`src/usbmba_pkg.sv`:
```
`default_nettype none

package usbmba_pkg;

  // Default sizes of the endpoint record store and the usage counters.
  localparam int NumEndpointsDef = 32;
  localparam int UsageWidthDef   = 16;

  // Request codes.
  localparam logic FUNC_ALLOC = 1'b0;
  localparam logic FUNC_FREE  = 1'b1;

  localparam logic [1:0] KIND_INT = 2'd0;
  localparam logic [1:0] KIND_ISO = 2'd1;

  localparam logic [1:0] SPEED_LOW  = 2'd0;
  localparam logic [1:0] SPEED_FULL = 2'd1;

  localparam logic STATUS_OK           = 1'b0;
  localparam logic STATUS_FREE_AT_ZERO = 1'b1;

  // Isochronous interval codes.
  localparam logic [1:0] SHIFT_EVERY = 2'd0;
  localparam logic [1:0] SHIFT_HALF  = 2'd1;
  localparam logic [1:0] SHIFT_QUART = 2'd2;

  // Microframe masks.
  localparam logic [7:0] MASK_ONE   = 8'h01;
  localparam logic [7:0] MASK_ALL   = 8'hFF;
  localparam logic [7:0] MASK_HALF  = 8'h55;
  localparam logic [7:0] MASK_QUART = 8'h11;

  // Complete-split mask terms.
  localparam logic [7:0] CMASK_BASE = 8'h04;
  localparam logic [7:0] CMASK_KEEP = 8'hFE;

  localparam logic [7:0] REFS_MAX = 8'hFF;

  // Slot search windows, given as first and last microframe.
  localparam logic [2:0] SPLIT_FIRST = 3'd4;
  localparam logic [2:0] SPLIT_LAST  = 3'd5;
  localparam logic [2:0] HS_FIRST    = 3'd0;
  localparam logic [2:0] HS_LAST     = 3'd7;

  localparam logic [2:0] UFRAME_LAST = 3'd7;

  // One endpoint record.
  typedef struct packed {
    logic [7:0] refs;
    logic [2:0] slot;
    logic [7:0] smask;
  } ep_rec_t;

  typedef enum logic [6:0] {
    S_IDLE   = 7'b0000001,
    S_LOOKUP = 7'b0000010,
    S_DECIDE = 7'b0000100,
    S_SEARCH = 7'b0001000,
    S_CHARGE = 7'b0010000,
    S_WRITE  = 7'b0100000,
    S_OUT    = 7'b1000000
  } state_t;

  // Allocation mask for an endpoint of the given kind and interval.
  function automatic logic [7:0] alloc_mask(input logic [1:0] kind, input logic [1:0] shift);
    logic [7:0] m;
    m = MASK_ONE;
    if (kind == KIND_ISO) begin
      case (shift)
        SHIFT_EVERY: m = MASK_ALL;
        SHIFT_HALF:  m = MASK_HALF;
        SHIFT_QUART: m = MASK_QUART;
        default:     m = MASK_ONE;
      endcase
    end
    return m;
  endfunction

endpackage

`default_nettype wire

```
`src/usb_microframe_bandwidth_allocator_top.sv`:
```
// Flow: an accepted item is looked up in the record store and decided, then searched and
// charged where needed, and written; an index outside the record store goes straight to the
// result. High-speed first allocations walk up to 36 steps of the shared slot-search adder, plus up to 8 charge steps.
// Throughput: one item at a time; the next item is taken after the result has been taken.
// Reset (rst, synchronous, active high) clears both usage tables and all endpoint
// record valid bits at once; a record that was never written reads as all zero.
`default_nettype none

module usb_microframe_bandwidth_allocator_top #(
  parameter int NUM_ENDPOINTS = usbmba_pkg::NumEndpointsDef,
  parameter int USAGE_WIDTH   = usbmba_pkg::UsageWidthDef
) (
  input  wire logic        clk,
  input  wire logic        rst,
  input  wire logic        in_valid,
  output logic             in_stall,
  input  wire logic        func,
  input  wire logic [4:0]  endpoint_index,
  input  wire logic [1:0]  transfer_kind,
  input  wire logic [1:0]  device_speed,
  input  wire logic [1:0]  interval_code,
  input  wire logic [15:0] transfer_length,
  output logic             out_valid,
  input  wire logic        out_stall,
  output logic [2:0]       start_slot,
  output logic [7:0]       start_mask,
  output logic [7:0]       complete_mask,
  output logic             tables_changed,
  output logic             status
);
  import usbmba_pkg::*;

  localparam int EpAw = (NUM_ENDPOINTS > 1) ? $clog2(NUM_ENDPOINTS) : 1;

  typedef logic [USAGE_WIDTH-1:0] usage_t;

  state_t state, state_next;

  // Registered request.
  logic       req_func;
  logic [4:0] req_ep;
  logic [1:0] req_kind;
  logic [1:0] req_speed;
  logic [1:0] req_shift;
  logic [15:0] req_len;

  // Endpoint record store.
  ep_rec_t                 rec_mem [NUM_ENDPOINTS];
  logic [NUM_ENDPOINTS-1:0] rec_valid;
  ep_rec_t                 rd_data;
  logic                    rd_valid;
  ep_rec_t                 rec;
  logic [EpAw-1:0]         ep_addr;
  logic                    ep_in_range;

  // Usage tables.
  usage_t hub_usage  [8];
  usage_t ctrl_usage [8];

  // Working registers of the search and charge steps.
  logic [7:0] wr_refs;
  logic [2:0] wr_slot;
  logic [7:0] wr_smask;
  logic [7:0] ch_mask;
  logic [2:0] ch_slot;
  usage_t     ch_len;
  logic [2:0] cs;
  logic [2:0] bw;
  logic [2:0] srch_last;
  logic [2:0] idx;
  usage_t     sum;
  usage_t     best;
  logic [2:0] chosen;

  logic   req_split;
  logic   req_periodic;
  logic   dec_search;
  logic   dec_charge;
  usage_t len_base;
  usage_t len_scaled;
  usage_t tab_word;
  usage_t term;
  usage_t sum_new;
  logic [2:0] off;
  logic [2:0] off_last;
  logic   row_end;
  logic   take;
  logic   stop;
  logic [2:0] chosen_new;
  logic [2:0] ch_off;
  logic   ch_hit;

  assign in_stall  = rst || (state != S_IDLE);
  assign out_valid = (state == S_OUT);

  assign ep_addr     = EpAw'(req_ep);
  assign ep_in_range = (int'(req_ep) < NUM_ENDPOINTS);
  assign rec         = rd_valid ? rd_data : '0;

  assign req_split    = (req_speed == SPEED_LOW) || (req_speed == SPEED_FULL);
  assign req_periodic = (req_kind == KIND_INT) || (req_kind == KIND_ISO);

  // Charge amount: low speed costs eight times, a free subtracts.
  always_comb begin
    len_base   = USAGE_WIDTH'(req_len);
    len_scaled = (req_speed == SPEED_LOW) ? (len_base << 3) : len_base;
  end

  // Which path the request takes once its record is known.
  always_comb begin
    dec_search = 1'b0;
    dec_charge = 1'b0;
    if (req_func == FUNC_ALLOC) begin
      dec_search = (rec.refs == 8'd0) && req_periodic;
    end else begin
      dec_charge = (rec.refs == 8'd1) && req_periodic;
    end
  end

  // Slot search step: one masked add per cycle, compare at the end of a row.
  always_comb begin
    tab_word   = req_split ? hub_usage[bw] : ctrl_usage[bw];
    off        = bw - cs;
    term       = ch_mask[off] ? tab_word : '0;
    sum_new    = sum + term;
    row_end    = (bw == srch_last);
    take       = row_end && (best >= sum_new);
    chosen_new = take ? cs : chosen;
    off_last   = srch_last - cs;
    stop       = row_end && (ch_mask[off_last] || (cs == srch_last));
  end

  // Charge step: one microframe per cycle from the slot upward.
  assign ch_off = idx - ch_slot;
  assign ch_hit = ch_mask[ch_off];

  // Sequencer.
  always_comb begin
    state_next = state;
    case (state)
      S_IDLE: begin
        if (in_valid) begin
          state_next = S_LOOKUP;
        end
      end
      S_LOOKUP: begin
        state_next = ep_in_range ? S_DECIDE : S_OUT;
      end
      S_DECIDE: begin
        if (dec_search) begin
          state_next = S_SEARCH;
        end else if (dec_charge) begin
          state_next = S_CHARGE;
        end else begin
          state_next = S_WRITE;
        end
      end
      S_SEARCH: begin
        if (stop) begin
          state_next = S_CHARGE;
        end
      end
      S_CHARGE: begin
        if (idx == UFRAME_LAST) begin
          state_next = S_WRITE;
        end
      end
      S_WRITE: begin
        state_next = S_OUT;
      end
      S_OUT: begin
        if (!out_stall) begin
          state_next = S_IDLE;
        end
      end
      default: state_next = S_IDLE;
    endcase
  end

  always_ff @(posedge clk) begin
    if (rst) begin
      state <= S_IDLE;
    end else begin
      state <= state_next;
    end
  end

  // Record store: registered read, written at most once per item (not for an index outside it).
  always_ff @(posedge clk) begin
    if (state == S_WRITE) begin
      rec_mem[ep_addr] <= '{refs: wr_refs, slot: wr_slot, smask: wr_smask};
    end
    rd_data <= rec_mem[ep_addr];
  end

  always_ff @(posedge clk) begin
    if (rst) begin
      rec_valid <= '0;
      rd_valid  <= 1'b0;
    end else begin
      rd_valid <= rec_valid[ep_addr];
      if (state == S_WRITE) begin
        rec_valid[ep_addr] <= 1'b1;
      end
    end
  end

  // Usage tables change only during the charge steps.
  always_ff @(posedge clk) begin
    if (rst) begin
      for (int i = 0; i < 8; i++) begin
        hub_usage[i]  <= '0;
        ctrl_usage[i] <= '0;
      end
    end else if ((state == S_CHARGE) && ch_hit) begin
      ctrl_usage[idx] <= ctrl_usage[idx] + ch_len;
      if (req_split) begin
        hub_usage[idx] <= hub_usage[idx] + ch_len;
      end
    end
  end

  // Request capture, decision, search and result registers.
  always_ff @(posedge clk) begin
    case (state)
      S_IDLE: begin
        req_func  <= func;
        req_ep    <= endpoint_index;
        req_kind  <= transfer_kind;
        req_speed <= device_speed;
        req_shift <= interval_code;
        req_len   <= transfer_length;
      end
      S_LOOKUP: begin
        start_slot     <= 3'd0;
        start_mask     <= 8'd0;
        complete_mask  <= 8'd0;
        tables_changed <= 1'b0;
        status         <= STATUS_OK;
      end
      S_DECIDE: begin
        wr_refs        <= rec.refs;
        wr_slot        <= rec.slot;
        wr_smask       <= rec.smask;
        tables_changed <= 1'b0;
        status         <= STATUS_OK;
        cs             <= req_split ? SPLIT_FIRST : HS_FIRST;
        bw             <= req_split ? SPLIT_FIRST : HS_FIRST;
        srch_last      <= req_split ? SPLIT_LAST : HS_LAST;
        sum            <= '0;
        best           <= '1;
        chosen         <= 3'd0;
        ch_len         <= (req_func == FUNC_FREE) ? (usage_t'(0) - len_scaled) : len_scaled;
        ch_mask        <= alloc_mask(req_kind, req_shift);
        ch_slot        <= rec.slot;
        idx            <= rec.slot;
        if (req_func == FUNC_ALLOC) begin
          if (rec.refs != REFS_MAX) begin
            wr_refs <= rec.refs + 8'd1;
            if (rec.refs == 8'd0) begin
              wr_slot  <= 3'd0;
              wr_smask <= 8'd0;
              tables_changed <= req_periodic;
            end
          end
        end else begin
          if (rec.refs == 8'd0) begin
            status <= STATUS_FREE_AT_ZERO;
          end else begin
            wr_refs <= rec.refs - 8'd1;
            if (dec_charge) begin
              ch_mask        <= rec.smask >> rec.slot;
              wr_slot        <= 3'd0;
              wr_smask       <= 8'd0;
              tables_changed <= 1'b1;
            end
          end
        end
      end
      S_SEARCH: begin
        if (row_end) begin
          if (take) begin
            best   <= sum_new;
            chosen <= cs;
          end
          if (stop) begin
            ch_slot  <= chosen_new;
            idx      <= chosen_new;
            wr_slot  <= chosen_new;
            wr_smask <= ch_mask << chosen_new;
          end else begin
            cs  <= cs + 3'd1;
            bw  <= cs + 3'd1;
            sum <= '0;
          end
        end else begin
          bw  <= bw + 3'd1;
          sum <= sum_new;
        end
      end
      S_CHARGE: begin
        idx <= idx + 3'd1;
      end
      S_WRITE: begin
        start_slot <= wr_slot;
        start_mask <= wr_smask;
        if ((wr_refs != 8'd0) && (req_kind == KIND_INT) && req_split) begin
          complete_mask <= (8'd0 - (CMASK_BASE << wr_slot)) & CMASK_KEEP;
        end else begin
          complete_mask <= 8'd0;
        end
      end
      S_OUT: begin
      end
      default: begin
      end
    endcase
  end

endmodule

`default_nettype wire
```
`config.mk`:
```
export PLATFORM = sky130hd
export DESIGN_NAME = usb_microframe_bandwidth_allocator_top
export DESIGN_NICKNAME = d
export VERILOG_FILES = /design/src/usbmba_pkg.sv /design/src/usb_microframe_bandwidth_allocator_top.sv
export SDC_FILE = /design/constraint.sdc
export NUM_CORES = 1
export LEC_CHECK = 0
export BUFFER_PORTS_ARGS = -buffer_cell sky130_fd_sc_hd__buf_2
export CAP_MARGIN = 20
export CELL_PAD_IN_SITES_DETAIL_PLACEMENT = 0
export CELL_PAD_IN_SITES_GLOBAL_PLACEMENT = 2
export CORE_ASPECT_RATIO = 1.25
export CORE_MARGIN = 3
export CORE_UTILIZATION = 30
export DETAILED_ROUTE_END_ITERATION = 10
export PLACE_DENSITY_LB_ADDON = 0.1
export SLEW_MARGIN = 40
export SYNTH_ARGS = -nofsm -noshare
export SYNTH_HDL_FRONTEND = slang
export SYNTH_SLANG_ARGS = --single-unit
export TNS_END_PERCENT = 50
```
`constraint.sdc`:
```
create_clock -name clk -period 13 [get_ports clk]
set_input_delay 1.3 -clock clk [delete_from_list [all_inputs] [get_ports clk]]
set_output_delay 1.3 -clock clk [all_outputs]
set_load 0.005 [all_outputs]
```
# Word level (Yosys, flattened, before mapping)
# Memory sizes are Yosys's and may differ from the RTL's. A register that Yosys moved wholly into a read port is not among the register bits.
# Cells that the tools add are included.
# op_classes
n_eq_ne	25
n_lt_le_gt_ge	6
n_mux	100
n_addsub	13
bitwise_logic	1
n_mul	0
n_div	0
n_reduce_logical	30
n_shift	3
# ops
operator	n
16-bit 2-to-1 mux	10
8-bit 2-to-1 mux	15
16-bit one-hot mux with 2 select lines	2
3-bit 2-to-1 mux	19
7-bit one-hot mux with 7 select lines	1
16-bit adder	3
8-bit one-hot mux with 2 select lines	3
3-bit one-hot mux with 2 select lines	6
32-bit OR	1
16-bit OR reduction	2
7-bit 2-to-1 mux	4
1-bit 2-to-1 mux	27
8-bit one-hot mux with 3 select lines	1
19-bit 2-to-1 mux	1
16-bit greater-or-equal comparator	1
1-bit by 16-bit subtractor with 16-bit output (first input constant)	1
2-bit inequality test (second input constant)	7
3-bit by 4-bit less-than comparator with 1-bit output (second input constant)	3
6-bit 2-to-1 mux	2
3-bit AND reduction	4
3-bit by 1-bit adder with 3-bit output (second input constant)	3
1-bit binary-select mux with 3-bit select	3
3-bit one-hot mux with 3 select lines	1
3-bit subtractor	3
other kinds (36)	55
# totals
latch_bits	0
mem_bits_ro	0
word_cells	208
register_bits	182
output_inout_bits	23
n_memories	3
input_bits	32
mem_bits_rw	864
# mem_list
name	depth	word_bits	read_ports	rd_ports_with_merged_regs	wr	line_no	rtl
rec_mem	32	19	1	1	1	usb_microframe_bandwidth_allocator_top.sv:48	ep_rec_t rec_mem [NUM_ENDPOINTS];
ctrl_usage	8	16	2	2	8	usb_microframe_bandwidth_allocator_top.sv:58	usage_t ctrl_usage [8];
hub_usage	8	16	2	2	8	usb_microframe_bandwidth_allocator_top.sv:57	usage_t hub_usage [8];

# Longest topological paths before layout
# depth
word_depth	12
mapped_depth	27

# Worst setup path after synthesis
# No wires, ideal clock.
# synth_path
kind	flip-flop to flip-flop
start	register (tool-made name)
end	register wr_smask[5], data pin
path_stages_with_launch	25
arrival_time_ps	6260
setup_slack_ps	6473
path_cell_list	dfxtp_1 > clkbuf_1 > buf_1 > mux4_2 > mux4_2 > nor2b_1 > ha_1 > fa_1 > a21o_1 > a21oi_1 > o21bai_1 > a31o_2 > nand2_1 > a211oi_1 > o211ai_1 > nor3b_1 > ha_1 > nand2_1 > nor2_1 > a211oi_1 > a21oi_4 > mux2i_4 > mux4_2 > nand2_1 > o211ai_1
# synth_rtl
item	line_no	rtl
to (signal assigned)	usb_microframe_bandwidth_allocator_top.sv:244	wr_smask <= rec.smask;
to (signal assigned)	usb_microframe_bandwidth_allocator_top.sv:290	wr_smask <= ch_mask << chosen_new;
to (decl)	usb_microframe_bandwidth_allocator_top.sv:63	logic [7:0] wr_smask;

==> qor.csv <==
metric,value,unit
drive_above_1_share,25.75,%
synth_edf_count,1002,
clk_pin_slew,0.06,ns
first_iter_violations,1886,
power-per-cell-area,149.2,nW/µm²
core,156100,µm²
hold_viol_final,0,
rows,162,
top_usage_layer,met2,
grt.total_usage,18.58,%
cts_buffers,114,
clkSinkCount,1067,
io_pins,55,
first_pass_iters,7,
cts.htree.levels,3,
synth_area,47120,µm²
die_h,449.1,µm
cts_tree,done,
finalSetupViolCount,0,
yosys_warnings,0,
peakVddDrop,0.1055,mV
hold_path_class,flip-flop to flip-flop,
async_reset_ff_share,0,%
seq_area_frac_synth,66.62,%
maxCapViolCount,0,
drtAntennaViolNets,0,
crit_chain,buf_4 -> mux4_2 -> mux4_2 -> nor2b_1 -> ha_1 -> fa_1 -> a21o_1 -> a21oi_1 -> o21bai_1 -> a31o_2 -> nand2_1 -> a211oi_1 -> o211ai_1 -> nor3b_1 -> ha_1 -> nand2_1 -> nor2_1 -> a211oi_1 -> a21oi_4 -> mux2i_4 -> mux2i_1 -> mux2i_1 -> a221o_1,
use_met3,2.119,%
grt_overflow,0,
die_x,360.5,µm
period_needed,7.662,ns
use_met1,22.04,%
grt_pass1_vias,28100,
slowest_stage,dfxtp_2,
numPortBuffers,52,
synth.distinct_cells,92,
yosys.area.top_type,edfxtp_1,
dp_slack,5.009,ns
worstSetupPathType,flip-flop to flip-flop,
worst_slew_pin_slew,0.8235,ns
cts_setup_buffers,0,
cts_root_buf,clkbuf_16,
routedWlPerCell,29.65,µm
ys.flop_type,edfxtp_1,
postLayoutSetupSlackWorst,5.338,ns
hold_start,rec_valid[22],
synth_seq_cells,1067,
skew,0.05089,ns
crit_path_start_kind,flip-flop,
cp.arrival,8.13,ns
nNetsFinal,3071,
cp.required,13.47,ns
max_freq,130.5,MHz
synth_top_area_share,63.86,%
rsz0062_at_grt,false,
finalCritPeriodShare,58.94,%
cts_hold_buf,0,
grt_first_pass_wirelength,214500,µm
via_per_inst,5.144,
outcome,"finished, final reports clean",
wl,151500,µm
areaGrowthSynthToFinish,15.27,%
place.gp.congestion,0.7950,
insertion_delay,0.74,ns
relSlewSlack,44.92,%
initial_core_util,30.19,%
finalPower,8.101,mW
antenna_cells,0,
endpoint_kind,flip-flop,
setup-tns-final,0,ns
p_leak,18.18,nW
cts-resized-gates,0,
die_area,161900,µm²
drc,0,
critPathMaxFanout,42,
synth_common_cells,"edfxtp_1 (1002), nor2_1 (425), mux4_2 (312)",
synth.area.top_cells,"edfxtp_1 (64%), mux4_2 (15%), nor2_1 (3.4%)",
drv_slew,0,
use_met2,34.69,%
dpl.hpwl,98320,µm
synthCells,2838,
synth_area_per_cell,16.60,µm²
antenna_found_initial,1,
slowest_delay,0.73,ns
cts.path.max_buffers,3,
yosysMostFrequentCell,edfxtp_1,
vias,26290,
grt_max_degree,117,
[metrics by stage]
| step | instances | utilization [%] | hold slack, ns | cell area [µm²] |
|---|---|---|---|---|
| 6_report | 5110 | 34.80 | 0.4613 | 54310 |
| 5_1_grt | 5110 | 34.80 | 0.4964 | 54310 |
| 4_1_cts | 5107 | 34.74 | 0.4677 | 54230 |
| 3_5_place_dp | 4893 | 32.36 | 0.4535 | 50500 |
| 3_3_place_gp | 4872 | 32.12 | 0.4439 | 50140 |
| 2_1_floorplan | 2839 | - | 0.4348 | 47120 |
[critical path, delay by kind of cell (launching register included)]
family | cells | cell delay, ns
compound gates | 9 | 2.23
buf+inv | 1 | 0.70
fa+ha+maj | 3 | 0.99
mux | 5 | 1.91
simple gates | 5 | 0.84
flops | 1 | 0.73
[cell usage in the layout (no fill, tap or decap), drive strengths merged, types with 6 or more instances in the layout]
cell type     n
ha           72
and2         19
nor2        433
inv          43
clkinvlp      7
o211ai        9
xor2         40
mux2         38
mux4        312
o31ai         7
or2          20
o21a         11
a21o          8
o21ai        55
nor4         10
dfxtp        65
or3          18
xnor2        28
edfxtp     1002
clkinv       34
a31oi         6
mux2i        35
buf         168
nand4        25
nor2b        22
a22oi        78
o21bai       10
nand2b       28
a211oi        6
nand3        16
clkbuf      166
nor3         45
nand2        88
nor3b         7
a21oi        55
[power breakdown]
group          switching (mW)  leakage, nW  internal, mW
logic                   0.538         6.28         0.374
clock network            1.40         1.81          1.85
registers               0.125         10.1          3.82
[final timing paths]
| check | to | slack (ns) | depth (start not counted) |
|---|---|---|---|
| worst max-delay path | wr_smask[7] | 5.34 | 23 |
| worst min-delay path | rec_valid[22] | 0.46 | 2 |
| worst max register to register | wr_smask[7] | 5.34 | 23 |
| worst min register to register | rec_valid[22] | 0.46 | 2 |
[per-layer routing]
layer / vias up / wire (µm)
li1: 11450 / -
met1: 14080 / 60220
met2: 562 / 82000
met3: 191 / 4618
met4: 0 / 4668
met5: - / 0
[cell families after synthesis]
group                      share of synthesized area (%)
xor gates and xnor gates                           1.264
AOI/OAI and AO/OA                                  4.174
other                                           0.007959
muxes                                              16.61
buffers and inverters                              1.726
adders and majority gates                          2.124
and+or+nand+nor                                    7.475
DFF                                                66.62
[state kept, by name (all words and copies together) (netlist names), 3 cells and up, named ones only]
register       count
rec_mem          608
chosen             3
cs                 3
bw                 3
wr_slot            3
ctrl_usage       128
rd_data           19
sum               16
len_base          16
state              7
ch_slot            3
wr_refs            8
start_slot         3
ch_len            16
complete_mask      6
ch_mask            8
hub_usage        128
best              16
wr_smask           8
ep_addr            5
rec_valid         32
idx                3
start_mask         8
[cell type report]
| cell class | count | area [µm²] |
|---|---|---|
| well taps | 2050 | 2565 |
| multi-input cells | 1570 | 15070 |
| flip-flops and latches | 1067 | 31400 |
| fillers | 14850 | 101800 |
| inverters | 41 | 156.4 |
| clock inverters | 48 | 455.4 |
| repair buffers | 168 | 1389 |
| clock buffers | 166 | 3272 |
(Power assumes the default switching activity.)
